<file path="config.mk">
export PLATFORM = sky130hd
export DESIGN_NAME = aes128_key_expansion
export DESIGN_NICKNAME = d
export VERILOG_FILES = /design/src/rtl/aeske_pkg.sv /design/src/rtl/aeske_key_queue.sv /design/src/rtl/aeske_round_engine.sv /design/src/rtl/aes128_key_expansion.sv
export SDC_FILE = /design/constraint.sdc
export NUM_CORES = 1
export LEC_CHECK = 0
export ABC_AREA = 1
export BUFFER_PORTS_ARGS = -buffer_cell sky130_fd_sc_hd__buf_2
export CELL_PAD_IN_SITES_DETAIL_PLACEMENT = 2
export CELL_PAD_IN_SITES_GLOBAL_PLACEMENT = 2
export CORE_UTILIZATION = 25
export CTS_BUF_LIST = sky130_fd_sc_hd__clkbuf_2
export CTS_CLUSTER_SIZE = 8
export DETAILED_ROUTE_END_ITERATION = 10
export GPL_TIMING_DRIVEN = 0
export PLACE_DENSITY = 0.71
export SLEW_MARGIN = 20
export SYNTH_ARGS = -nofsm -noshare
export SYNTH_HDL_FRONTEND = slang
export SYNTH_SLANG_ARGS = --single-unit
</file>
<file path="constraint.sdc">
create_clock -name clock -period 7.9 [get_ports clock]
set_input_delay 1.58 -clock clock [delete_from_list [all_inputs] [get_ports clock]]
set_output_delay 1.58 -clock clock [all_outputs]
set_load 0.005 [all_outputs]
</file>
<file path="src/rtl/aeske_pkg.sv">
// shared types, constants and byte-substitution helpers for the aes-128 key expansion
// used by the key queue, the round engine and the top level; depends on nothing
package aeske_pkg;

   localparam int unsigned WordWidth    = 32;
   localparam int unsigned RoundWidth   = 4;
   localparam int unsigned QueueDepthDefault = 2;

   localparam logic [RoundWidth-1:0] RoundFirst = 4'd0;
   localparam logic [RoundWidth-1:0] RoundLast  = 4'd10;

   typedef logic [WordWidth-1:0] word_type;

   typedef struct packed {
      word_type w3;
      word_type w2;
      word_type w1;
      word_type w0;
   } key_type;

   // queue to engine handshake
   typedef struct packed {
      logic    valid;
      key_type key;
   } key_slot_type;

   localparam logic [7:0] SBOX [256] = '{
      8'h63,8'h7C,8'h77,8'h7B,8'hF2,8'h6B,8'h6F,8'hC5,8'h30,8'h01,8'h67,8'h2B,8'hFE,8'hD7,8'hAB,8'h76,
      8'hCA,8'h82,8'hC9,8'h7D,8'hFA,8'h59,8'h47,8'hF0,8'hAD,8'hD4,8'hA2,8'hAF,8'h9C,8'hA4,8'h72,8'hC0,
      8'hB7,8'hFD,8'h93,8'h26,8'h36,8'h3F,8'hF7,8'hCC,8'h34,8'hA5,8'hE5,8'hF1,8'h71,8'hD8,8'h31,8'h15,
      8'h04,8'hC7,8'h23,8'hC3,8'h18,8'h96,8'h05,8'h9A,8'h07,8'h12,8'h80,8'hE2,8'hEB,8'h27,8'hB2,8'h75,
      8'h09,8'h83,8'h2C,8'h1A,8'h1B,8'h6E,8'h5A,8'hA0,8'h52,8'h3B,8'hD6,8'hB3,8'h29,8'hE3,8'h2F,8'h84,
      8'h53,8'hD1,8'h00,8'hED,8'h20,8'hFC,8'hB1,8'h5B,8'h6A,8'hCB,8'hBE,8'h39,8'h4A,8'h4C,8'h58,8'hCF,
      8'hD0,8'hEF,8'hAA,8'hFB,8'h43,8'h4D,8'h33,8'h85,8'h45,8'hF9,8'h02,8'h7F,8'h50,8'h3C,8'h9F,8'hA8,
      8'h51,8'hA3,8'h40,8'h8F,8'h92,8'h9D,8'h38,8'hF5,8'hBC,8'hB6,8'hDA,8'h21,8'h10,8'hFF,8'hF3,8'hD2,
      8'hCD,8'h0C,8'h13,8'hEC,8'h5F,8'h97,8'h44,8'h17,8'hC4,8'hA7,8'h7E,8'h3D,8'h64,8'h5D,8'h19,8'h73,
      8'h60,8'h81,8'h4F,8'hDC,8'h22,8'h2A,8'h90,8'h88,8'h46,8'hEE,8'hB8,8'h14,8'hDE,8'h5E,8'h0B,8'hDB,
      8'hE0,8'h32,8'h3A,8'h0A,8'h49,8'h06,8'h24,8'h5C,8'hC2,8'hD3,8'hAC,8'h62,8'h91,8'h95,8'hE4,8'h79,
      8'hE7,8'hC8,8'h37,8'h6D,8'h8D,8'hD5,8'h4E,8'hA9,8'h6C,8'h56,8'hF4,8'hEA,8'h65,8'h7A,8'hAE,8'h08,
      8'hBA,8'h78,8'h25,8'h2E,8'h1C,8'hA6,8'hB4,8'hC6,8'hE8,8'hDD,8'h74,8'h1F,8'h4B,8'hBD,8'h8B,8'h8A,
      8'h70,8'h3E,8'hB5,8'h66,8'h48,8'h03,8'hF6,8'h0E,8'h61,8'h35,8'h57,8'hB9,8'h86,8'hC1,8'h1D,8'h9E,
      8'hE1,8'hF8,8'h98,8'h11,8'h69,8'hD9,8'h8E,8'h94,8'h9B,8'h1E,8'h87,8'hE9,8'hCE,8'h55,8'h28,8'hDF,
      8'h8C,8'hA1,8'h89,8'h0D,8'hBF,8'hE6,8'h42,8'h68,8'h41,8'h99,8'h2D,8'h0F,8'hB0,8'h54,8'hBB,8'h16
   };

   // substitute all four bytes of a word
   function automatic word_type sub_word(input word_type v);
      return {SBOX[v[31:24]], SBOX[v[23:16]], SBOX[v[15:8]], SBOX[v[7:0]]};
   endfunction

   // round constant for the round that follows round r
   function automatic logic [7:0] rcon_after(input logic [RoundWidth-1:0] r);
      logic [7:0] c;
      c = 8'h00;
      case (r)
         4'd0: c = 8'h01;
         4'd1: c = 8'h02;
         4'd2: c = 8'h04;
         4'd3: c = 8'h08;
         4'd4: c = 8'h10;
         4'd5: c = 8'h20;
         4'd6: c = 8'h40;
         4'd7: c = 8'h80;
         4'd8: c = 8'h1B;
         4'd9: c = 8'h36;
         default: c = 8'h00;
      endcase
      return c;
   endfunction

endpackage

</file>
<file path="src/rtl/aeske_key_queue.sv">
// front end: accepts cipher keys from the request channel into a short fifo
// depends on aeske_pkg
module aeske_key_queue #(
   parameter int unsigned Depth = 2
) (
   input  logic                   clock,
   input  logic                   reset,
   input  logic                   push,
   input  aeske_pkg::key_type     push_key,
   output logic                   not_full,
   input  logic                   pop,
   output aeske_pkg::key_slot_type head
);
   import aeske_pkg::*;

   localparam int unsigned IdxWidth = (Depth > 1) ? $clog2(Depth) : 1;
   localparam int unsigned CntWidth = $clog2(Depth + 1);
   localparam logic [IdxWidth-1:0] IdxLast = IdxWidth'(Depth - 1);
   localparam logic [CntWidth-1:0] CntFull = CntWidth'(Depth);

   key_type               slot_ff [Depth];
   logic [IdxWidth-1:0]   wr_ptr_ff, wr_ptr_in;
   logic [IdxWidth-1:0]   rd_ptr_ff, rd_ptr_in;
   logic [CntWidth-1:0]   count_ff, count_in;
   logic                  do_push, do_pop;

   assign not_full = (count_ff != CntFull);
   assign do_push  = push && not_full;
   assign do_pop   = pop && (count_ff != '0);

   assign head.valid = (count_ff != '0);
   assign head.key   = slot_ff[rd_ptr_ff];

   always_comb begin
      wr_ptr_in = wr_ptr_ff;
      rd_ptr_in = rd_ptr_ff;
      count_in  = count_ff;
      if (do_push) begin
         wr_ptr_in = (wr_ptr_ff == IdxLast) ? '0 : wr_ptr_ff + 1'b1;
      end
      if (do_pop) begin
         rd_ptr_in = (rd_ptr_ff == IdxLast) ? '0 : rd_ptr_ff + 1'b1;
      end
      if (do_push && !do_pop) begin
         count_in = count_ff + 1'b1;
      end else if (do_pop && !do_push) begin
         count_in = count_ff - 1'b1;
      end
   end

   always_ff @(posedge clock) begin
      if (reset) begin
         wr_ptr_ff <= '0;
         rd_ptr_ff <= '0;
         count_ff  <= '0;
      end else begin
         wr_ptr_ff <= wr_ptr_in;
         rd_ptr_ff <= rd_ptr_in;
         count_ff  <= count_in;
      end
   end

   always_ff @(posedge clock) begin
      if (do_push) begin
         slot_ff[wr_ptr_ff] <= push_key;
      end
   end

endmodule

</file>
<file path="src/rtl/aeske_round_engine.sv">
// back end: expands one key into eleven round keys, one per cycle while out_ready is high, into the output register
// depends on aeske_pkg
module aeske_round_engine (
   input  logic                          clock,
   input  logic                          reset,
   input  aeske_pkg::key_slot_type       head,
   output logic                          pop,
   output logic                          out_valid,
   input  logic                          out_ready,
   output logic [aeske_pkg::RoundWidth-1:0] out_round,
   output aeske_pkg::key_type            out_key,
   output logic                          out_last
);
   import aeske_pkg::*;

   logic                  valid_ff, valid_in;
   logic [RoundWidth-1:0] round_ff, round_in;
   key_type               key_ff, key_in;
   logic                  last;
   logic                  step;
   word_type              temp;
   key_type               next_key;

   assign last = (round_ff == RoundLast);

   // next round words from the one now on the output
   always_comb begin
      temp       = sub_word({key_ff.w3[23:0], key_ff.w3[31:24]})
                   ^ {rcon_after(round_ff), 24'h000000};
      next_key.w0 = key_ff.w0 ^ temp;
      next_key.w1 = key_ff.w1 ^ next_key.w0;
      next_key.w2 = key_ff.w2 ^ next_key.w1;
      next_key.w3 = key_ff.w3 ^ next_key.w2;
   end

   assign step = valid_ff && out_ready && !last;
   assign pop  = head.valid && (!valid_ff || (out_ready && last));

   always_comb begin
      valid_in = valid_ff;
      round_in = round_ff;
      key_in   = key_ff;
      if (pop) begin
         valid_in = 1'b1;
         round_in = RoundFirst;
         key_in   = head.key;
      end else if (step) begin
         round_in = round_ff + 1'b1;
         key_in   = next_key;
      end else if (valid_ff && out_ready) begin
         valid_in = 1'b0;
      end
   end

   always_ff @(posedge clock) begin
      if (reset) begin
         valid_ff <= 1'b0;
         round_ff <= RoundFirst;
      end else begin
         valid_ff <= valid_in;
         round_ff <= round_in;
      end
   end

   always_ff @(posedge clock) begin
      key_ff <= key_in;
   end

   assign out_valid = valid_ff;
   assign out_round = round_ff;
   assign out_key   = key_ff;
   assign out_last  = last;

endmodule

</file>
<file path="src/rtl/aes128_key_expansion.sv">
// aes-128 key expansion: one key in, eleven round keys out, one per cycle while rsp_tready is high
// a key is written into the fifo, then loaded into the output register as round 0 once the engine is free
// throughput: one round key a cycle while rsp_tready is high, set by the single round engine
// the key fifo (QueueDepth entries) takes new keys while the engine is busy
// reset: synchronous, clears the fifo pointers and the output valid, no clearing pass
// depends on aeske_pkg, aeske_key_queue and aeske_round_engine
module aes128_key_expansion #(
   parameter int unsigned QueueDepth = aeske_pkg::QueueDepthDefault
) (
   input  logic         clock,
   input  logic         reset,
   // request channel: one cipher key per transfer
   input  logic         req_tvalid,
   output logic         req_tready,
   input  logic [127:0] req_tdata,   // key_word0, key_word1, key_word2, key_word3
   // response channel: one round key per transfer
   output logic         rsp_tvalid,
   input  logic         rsp_tready,
   output logic [127:0] rsp_tdata,   // round_word0, round_word1, round_word2, round_word3
   output logic [3:0]   rsp_tuser,   // round_number
   output logic         rsp_tlast    // last_round
);
   import aeske_pkg::*;

   key_type      req_key;
   key_slot_type head;
   logic         pop;
   key_type      out_key;

   // word 0 sits in the low bits of tdata
   assign req_key.w0 = req_tdata[31:0];
   assign req_key.w1 = req_tdata[63:32];
   assign req_key.w2 = req_tdata[95:64];
   assign req_key.w3 = req_tdata[127:96];

   // front end: key fifo
   aeske_key_queue #(
      .Depth (QueueDepth)
   ) u_queue (
      .clock    (clock),
      .reset    (reset),
      .push     (req_tvalid),
      .push_key (req_key),
      .not_full (req_tready),
      .pop      (pop),
      .head     (head)
   );

   // back end: round generation straight into the output register
   aeske_round_engine u_engine (
      .clock     (clock),
      .reset     (reset),
      .head      (head),
      .pop       (pop),
      .out_valid (rsp_tvalid),
      .out_ready (rsp_tready),
      .out_round (rsp_tuser),
      .out_key   (out_key),
      .out_last  (rsp_tlast)
   );

   assign rsp_tdata = {out_key.w3, out_key.w2, out_key.w1, out_key.w0};

   // a round key that is not the last is followed at once by the next round
   a_round_follows : assert property (@(posedge clock) disable iff (reset)
      rsp_tvalid && rsp_tready && !rsp_tlast
      |=> rsp_tvalid && (rsp_tuser == $past(rsp_tuser) + 4'd1))
      else $error("round sequence broken");

   // after the last round the next result, if any, starts a new key
   a_new_key_at_zero : assert property (@(posedge clock) disable iff (reset)
      rsp_tvalid && rsp_tready && rsp_tlast
      |=> !rsp_tvalid || (rsp_tuser == RoundFirst))
      else $error("new key does not start at round 0");

   // round number never runs past the final round
   a_round_range : assert property (@(posedge clock) disable iff (reset)
      rsp_tvalid |-> (rsp_tuser <= RoundLast))
      else $error("round number out of range");

endmodule

</file>
## Word-level counts from Yosys, hierarchy flattened

Memories as Yosys holds them, arrays and structs flattened. A register that Yosys moved wholly into a read port is not among the register bits.
Index checks and enable logic that the tools add are counted.

| operators by class | value |
|---|---|
| $lt $le $gt $ge | 4 |
| bitwise operators | 9 |
| multiplexer cells | 23 |
| eq/ne operators | 3 |
| reduce and logical (&&, ||, !) cells | 19 |
| $add $sub $neg | 5 |

Operators with widths:

| operator | count |
|---|---|
| $mux 128 | 2 |
| $xor 32x32->32 | 5 |
| $mux 8 | 8 |
| $ge 9x9->1 const B | 4 |
| $not 8->9 | 4 |
| $mux 1 | 9 |
| $logic_and 1x1->1 | 8 |
| $mux 4 | 2 |
| $reduce_bool 2->1 | 4 |
| $add 4x1->4 const B | 1 |
| $eq 4x4->1 const B | 1 |
| $logic_not 1->1 | 4 |
| $mux 2 | 2 |
| $ne 2x2->1 const B | 2 |
| $add 1x1->1 const B | 2 |
| $add 2x1->2 const B | 1 |
| $reduce_and 2->1 | 1 |
| $reduce_or 2->1 | 1 |
| $sub 2x1->2 const B | 1 |
| $logic_or 1x1->1 | 1 |

| storage, ports and cells | value |
|---|---|
| memories kept | 6 |
| bits in writable memories | 256 |
| word-level logic and storage cells | 78 |
| flip-flop bits (word level) | 137 |
| bits in read-only memories | 8,320 |
| output and inout bits | 135 |

Memory list:

| name | depth | width | rd ports | clocked after Yosys merged registers in | wr ports | line | text |
|---|---|---|---|---|---|---|---|
| (name not given) | 256 | 8 | 1 | 0 | 0 | aeske_pkg.sv:48 | `return {SBOX[v[31:24]], SBOX[v[23:16]], SBOX[v[15:8]], SBOX[v[7:0]]};` |
| (name not given) | 256 | 8 | 1 | 0 | 0 | aeske_pkg.sv:48 |  |
| (name not given) | 256 | 8 | 1 | 0 | 0 | aeske_pkg.sv:48 |  |
| (name not given) | 256 | 8 | 1 | 0 | 0 | aeske_pkg.sv:48 |  |
| u_queue.slot_ff | 2 | 128 | 1 | 1 | 1 | aeske_key_queue.sv:21 | `key_type slot_ff [Depth];` |
| (name not given) | 16 | 8 | 1 | 1 | 0 | aeske_pkg.sv:55 | `case (r)` |

## Depth between registers and ports, before layout

Gate-level depths: netlist of run 1.

| depth | value |
|---|---|
| word-level depth | 11 |
| depth in mapped cells | 23 |
| mapped depth without buffers | 22 |

## Cells and area by module

Synthesis of run 1 repeated with hierarchy kept, for this count alone.

| second synthesis, totals | value |
|---|---|
| cell total of the unflattened synthesis | 3,952 |
| area, all modules | 29,351.9 um2 |

By module, submodules not included:

| module | area an instance (um2) | times used | cells an instance |
|---|---|---|---|
| aeske_round_engine | 19,806.5 | 1 | 3,517 |
| aeske_key_queue | 9,545.4 | 1 | 435 |

## Least setup slack after synthesis of run 1

No wires, ideal clock.

| path | value |
|---|---|
| kind | input port to flip-flop |
| from | input req_tvalid |
| to | memory u_queue.slot_ff[1][0] (netlist name) (enable) |
| arrival | 7.007 ns |
| setup time | 0.618 ns |
| slack | 0.275 ns |
| buffers on the path | 0 |
| cell stages on the path | 2 |
| path through | nand2_1 > nor2_1 |

| between the ends | value |
|---|---|
| longest elaborated chain between the ends | 3 |

Ends and longest elaborated chain:

| item | line | text |
|---|---|---|
| from (decl) | aes128_key_expansion.sv:13 | `input logic req_tvalid,` |
| $logic_and 1x1->1 | aeske_key_queue.sv:28 | `assign do_push = push && not_full;` |
| $mux 1 | aeske_key_queue.sv:64 | `if (do_push) begin` |
| $mux 1 (implied by the code) | aeske_key_queue.sv:65 | `slot_ff[wr_ptr_ff] <= push_key;` |
| to (decl) | aeske_key_queue.sv:21 |  |

No other way between the ends.

==> results of run 1 <==
==> flip-flops by register name, summed over array words and instances, names as in the netlist, named ones only <==
name                count
u_queue.slot_ff       256
u_queue.count_ff        2
u_queue.wr_ptr_ff       1
u_queue.rd_ptr_ff       1
u_engine.out_valid      1
u_engine.out_key      128
u_engine.out_round      4
==> critical path, cell delays in order (launching register included) <==
cell and delay, ns:
edfxtp_1 1.04, inv_2 0.41, ha_1 0.65, inv_1 0.10, nand2_1 0.33, nand2_1 0.20, o21ai_1 0.28, nand2_1 0.09
nand3_1 0.09, nand3_1 0.08, nand3_1 0.19, nand2_1 0.10, nand2_1 0.07, nand3_1 0.20, nand2_1 0.20, nand2_1 0.09
nand3_1 0.08, nand2_1 0.05, nand2_1 0.05, nand2_1 0.06
==> final cells by class <==
type                       instances  area, um2  share of cell area, %
antenna                           16       40.0                  0.118
buffer                           257       1270                   3.74
clock buffer                     168        841                   2.48
clock inverter                    35        203                  0.597
inverter                         208        783                   2.31
multi-input combinational       3294      15300                   45.2
sequential                       402      11900                   35.0
tap                             1524       1910                   5.62
timing repair buffer             281       1680                   4.94
==> path summary, 6_finish.rpt <==
| check | slack (ns) | startpoint | cells after the start | to |
|---|---|---|---|---|
| max | 3.20 | u_engine.out_key[105]$_DFFE_PP_ | 19 | u_engine.out_key[112]$_DFFE_PP_ |
| min | 0.44 | req_tdata[116] | 1 | u_queue.slot_ff[1][116]$_DFFE_PP_ |
| max reg2reg | 3.20 | u_engine.out_key[105]$_DFFE_PP_ | 19 | u_engine.out_key[112]$_DFFE_PP_ |
| min reg2reg | 0.47 | u_queue.rd_ptr_ff$_SDFFE_PP0P_ | 1 | u_queue.rd_ptr_ff$_SDFFE_PP0P_ |
==> Yosys cell counts (16+ instances only) <==
cell type / count / share of area (%)
nand3_1: 1194 / 20
edfxtp_1: 384 / 39
nor2_1: 230 / 3.0
clkbuf_1: 97 / 1.2
nand2_1: 1412 / 18
buf_4: 21 / 0.54
inv_2: 17 / 0.22
a31oi_1: 88 / 1.9
dfxtp_1: 18 / 1.2
ha_1: 63 / 2.7
o21ai_0: 55 / 0.94
nand2_2: 26 / 0.56
buf_2: 103 / 1.8
buf_1: 24 / 0.31
inv_1: 182 / 2.3
nand3b_1: 16 / 0.41
a21oi_1: 133 / 2.3
==> metal layers <==
| metal | GRT usage [%] | wire, um | share of wire (%) |
|---|---|---|---|
| met1 | 41.8 | 81400 | 42 |
| met2 | 50.5 | 86000 | 45 |
| met3 | 6.87 | 16400 | 8.5 |
| met4 | 13.3 | 8450 | 4.4 |
| met5 | 0 | 181 | 0.094 |
==> stage by stage <==
stage               setup TNS, ns  hold slack (ns)  cells
detailed placement              0            0.455   5966
CTS                             0            0.263   6169
floorplan                       0            0.429   4161
global placement         -1200.00            0.437   5951
global route                    0            0.318   6174
finish                          0            0.439   6185
==> cells by family after synthesis <==
logic type                 count (synthesis)  share of synthesized area (%)
and+or+nand+nor                         2909                           43.3
buffers and inverters                    465                           6.99
muxes                                     11                          0.376
AOI/OAI and AO/OA                        300                           5.66
DFF                                      402                           40.7
adders and majority gates                 63                           2.70
xor gates and xnor gates                  11                          0.329
==> metrics, run 1 <==
status=completed; Synth-to-Final Area Change=16.1%; critical path peak fanout=15; Ports=267; core area=116000 um2; GPL Wtd Cong=1.02; fin util=29.3%; clock skew=0.151 ns; # port buffers=266; Initial Utilization=25.2%; Placed Area=32900 um2; Req. time, crit path=8.85 ns; unrepaired setup endpoints after global routing=no; worst slew pin tran=1.17 ns; dpl ws=3.01 ns; crit path capture type=flop; CTS Buffer Depth=3; CTS tree=built; CP Data Arrival Time=5.65 ns; CTS hold repair buffers=0; drt via density=5.58; Yosys Warn Count=0; Post-CTS Resized=0; Slew HR=21.8%; ANT nets after route=0; FP Rows=125; post-CTS setup repair buffer count=0; Total GRT Usage=31.9%; Routed WL per cell=31.1 um; post-synth cell types=37; CTS H-tree lvls=3; EDFF count, synth=384; cts bufs inserted=112; GRT overflow=0; DRC=0; Layout fillers=14100; Yosys reg bits=402; Slew Limit Fails=0; WL final=192 mm; crit start category=flop; Final setup viols=0; Die H=344 um; number of global-route vias before repair=36100; root buffer cell=clkbuf_2; Avg Cell Area, Syn=7.03 um2; clk_lat worst skew=1.34 ns; Max-cap violations=0; Die Width=344 um; hold crit path type=input pin to flop; Mapped Area=29200 um2; drt first pass iters=7; largest net degree at the start of global routing=39; initial antenna violation count=29; first-pass GRT wire length=269 mm; Clock transition at path regs=0.10 ns; Nets=4751; Initial DRC Count=3260; Vias=34500; final worst slack=3.20 ns; Clock Sink Count=402; Tcrit/Tclk final=59.5%; min cycle time layout=4.70 ns; most frequent cells in the layout=nand2_1, nand3_1, edfxtp_1, buf_2, nor2_1; area of the die=118000 um2; Post-Synthesis Cells=4161; fraction of layout cells with a size suffix above 1=14.4%; commonest non-fill, non-tap cell in the layout=nand2_1; main flop type after synthesis=edfxtp_1; hpwl dp=147 mm; f_max=213 MHz; Async SR Flop Fraction=0%; Final Cell Area=33900 um2; Seq/Total Area, Yosys=40.7%; critical path class=flop to flop; Final Hold Vio Count=0; syn nets=4356
Power of run 1 is left out: the tool's default activity adds up to more than one toggle a clock period on the data nets, which glitch-free logic cannot reach.
==> run 2: changes to the inputs <==
Clock period 7.9 ns to 4.17 ns, I/O delays scaled along.
==> metrics, run 2 (synthesis results as in run 1) <==
Die H=344 um; Slew Limit Fails=0; cts bufs inserted=114; Slew HR=22.2%; CTS tree=built; reg2reg end=u_engine.out_key[106]$_DFFE_PP_; CTS H-tree lvls=3; R2R Setup Slk=0.12 ns; Tcrit/Tclk final=97.1%; DRC=0; critical path class=flop to flop; min cycle time layout=4.05 ns; unrepaired setup endpoints after global routing=yes; root buffer cell=clkbuf_2; f_max=247 MHz; hpwl dp=145 mm; clock skew=0.153 ns; Synth-to-Final Area Change=22.2%; Final Cell Area=35700 um2; CP Data Arrival Time=5.21 ns; Clock Sink Count=402; Die Width=344 um; Initial DRC Count=3411; Placed Area=32900 um2; Nets=4926; Total GRT Usage=32.4%; Final setup viols=0; Initial Utilization=25.2%; Vias=35400; critical path peak fanout=10; Final Hold Vio Count=0; area of the die=118000 um2; most frequent cells in the layout=nand2_1, nand3_1, edfxtp_1, buf_2, nor2_1; core area=116000 um2; HP Start=req_tdata[122]; Final Hold Slack=0.126 ns; flip-flop count of the largest register after layout=256; initial antenna violation count=28; status=completed; WL final=197 mm; largest net degree at the start of global routing=72; crit start category=flop; drt via density=5.56; crit path capture type=flop; largest register by flop count=u_queue.slot_ff; commonest non-fill, non-tap cell in the layout=nand2_1; ANT nets after route=0; fraction of layout cells with a size suffix above 1=14.4%; first-pass GRT wire length=275 mm; Max-cap violations=0; Hold Path End=u_queue.slot_ff[0][122]$_DFFE_PP_; GPL Wtd Cong=1.02; number of global-route vias before repair=36800; Req. time, crit path=5.33 ns; hold crit path type=input pin to flop; Clock transition at path regs=0.10 ns; CTS Buffer Depth=3; Crit Reg-Reg Startpoint=u_engine.out_key[96]$_DFFE_PP_; Layout fillers=13800; Register-to-Register Path Depth=20; FP Rows=125; clk_lat worst skew=1.46 ns; Routed WL per cell=30.9 um; Hold Path Cell Cnt=2; # port buffers=266; worst slew pin tran=1.17 ns; Ports=267; drt first pass iters=5; GRT overflow=0
==> run 2: cell count changes in the layout (fill, tap and decap cells not counted), moves of 3 or more <==
cell / previous run / this run
clkbuf_2: 172 / 167
nand2_2: 26 / 29
buf_12: 9 / 4
clkinv_1: 30 / 45
diode_2: 16 / 19
buf_4: 21 / 39
nand2_1: 1411 / 1408
buf_16: 6 / 11
clkbuf_1: 93 / 88
dlygate4sd3_1: 0 / 155
==> run 2: final cells by class <==
type / instances / area, um2 / share of cell area, %
Sequential cell: 402 / 11900 / 33.3
Buffer: 257 / 1280 / 3.58
Timing Repair Buffer: 454 / 3400 / 9.51
Multi-Input combinational cell: 3294 / 15400 / 43.0
Tap cell: 1524 / 1910 / 5.33
Clock buffer: 158 / 791 / 2.21
Antenna cell: 19 / 47.5 / 0.133
Inverter: 208 / 791 / 2.21
Clock inverter: 52 / 279 / 0.781
==> run 2: worst max-delay path by stage <==
stage	cells after the start	from	to	slack, ns
final	20	u_engine.out_key[96]$_DFFE_PP_	u_engine.out_key[106]$_DFFE_PP_	0.12
after global routing	20	u_engine.out_key[96]$_DFFE_PP_	u_engine.out_key[106]$_DFFE_PP_	-0.05
after CTS	19	u_engine.out_key[96]$_DFFE_PP_	u_engine.out_key[105]$_DFFE_PP_	-0.002
after detailed placement	19	u_engine.out_key[96]$_DFFE_PP_	u_engine.out_key[106]$_DFFE_PP_	-0.41
after global placement	3	req_tvalid	u_queue.slot_ff[1][38]$_DFFE_PP_	-3.43
after floorplan	2	req_tvalid	u_queue.slot_ff[1][0]$_DFFE_PP_	-0.55
==> run 2: repair_timing <==
action                     4_1_cts  5_1_grt
setup endpoints to repair       51       24
buffers inserted                 7       11
resized for setup                3        7
hold endpoints to repair       287        0
hold buffers                   155        0
cloned                           0        0
==> run 2: critical path, stage by stage, from the launching register on <==
cell and delay [ns]:
edfxtp_1 0.38, buf_2 0.31, clkinvlp_4 0.12, buf_4 0.20
ha_1 0.45, nand2_2 0.28, buf_4 0.31, nand3_1 0.12
nand3_1 0.09, nand3_1 0.13, nand3_1 0.24, nand3_1 0.28
nand2_1 0.12, nand2_1 0.11, nand3_1 0.16, nand2_1 0.17
nand2_1 0.10, nand3_1 0.08, nand2_1 0.05, nand2_1 0.06
nand2_1 0.06
==> run 2: per-stage QoR <==
step | utilization, % | worst slack [ns] | std cells | setup TNS [ns]
after floorplan | - | -0.550 | 4161 | -138.74
after global placement | 28.0 | -3.43 | 5951 | -1028.05
after detailed placement | 28.4 | -0.410 | 5966 | -5.49
after CTS | 30.7 | -0.00184 | 6338 | -0.00184
after global routing | 30.8 | -0.0506 | 6362 | -0.0629
final | 30.8 | 0.122 | 6368 | 0
==> run 2: metal layers <==
| metal | vias to the layer above | global-route usage (%) | part of all wire (%) |
|---|---|---|---|
| met2 | 1658 | 50.9 | 44 |
| met5 | - | 0 | 0.12 |
| li1 | 15400 | - | - |
| met3 | 444 | 7.55 | 8.7 |
| met1 | 17800 | 42.1 | 42 |
| met4 | 30 | 14.7 | 4.9 |
Power of run 2 is left out for the same reason.
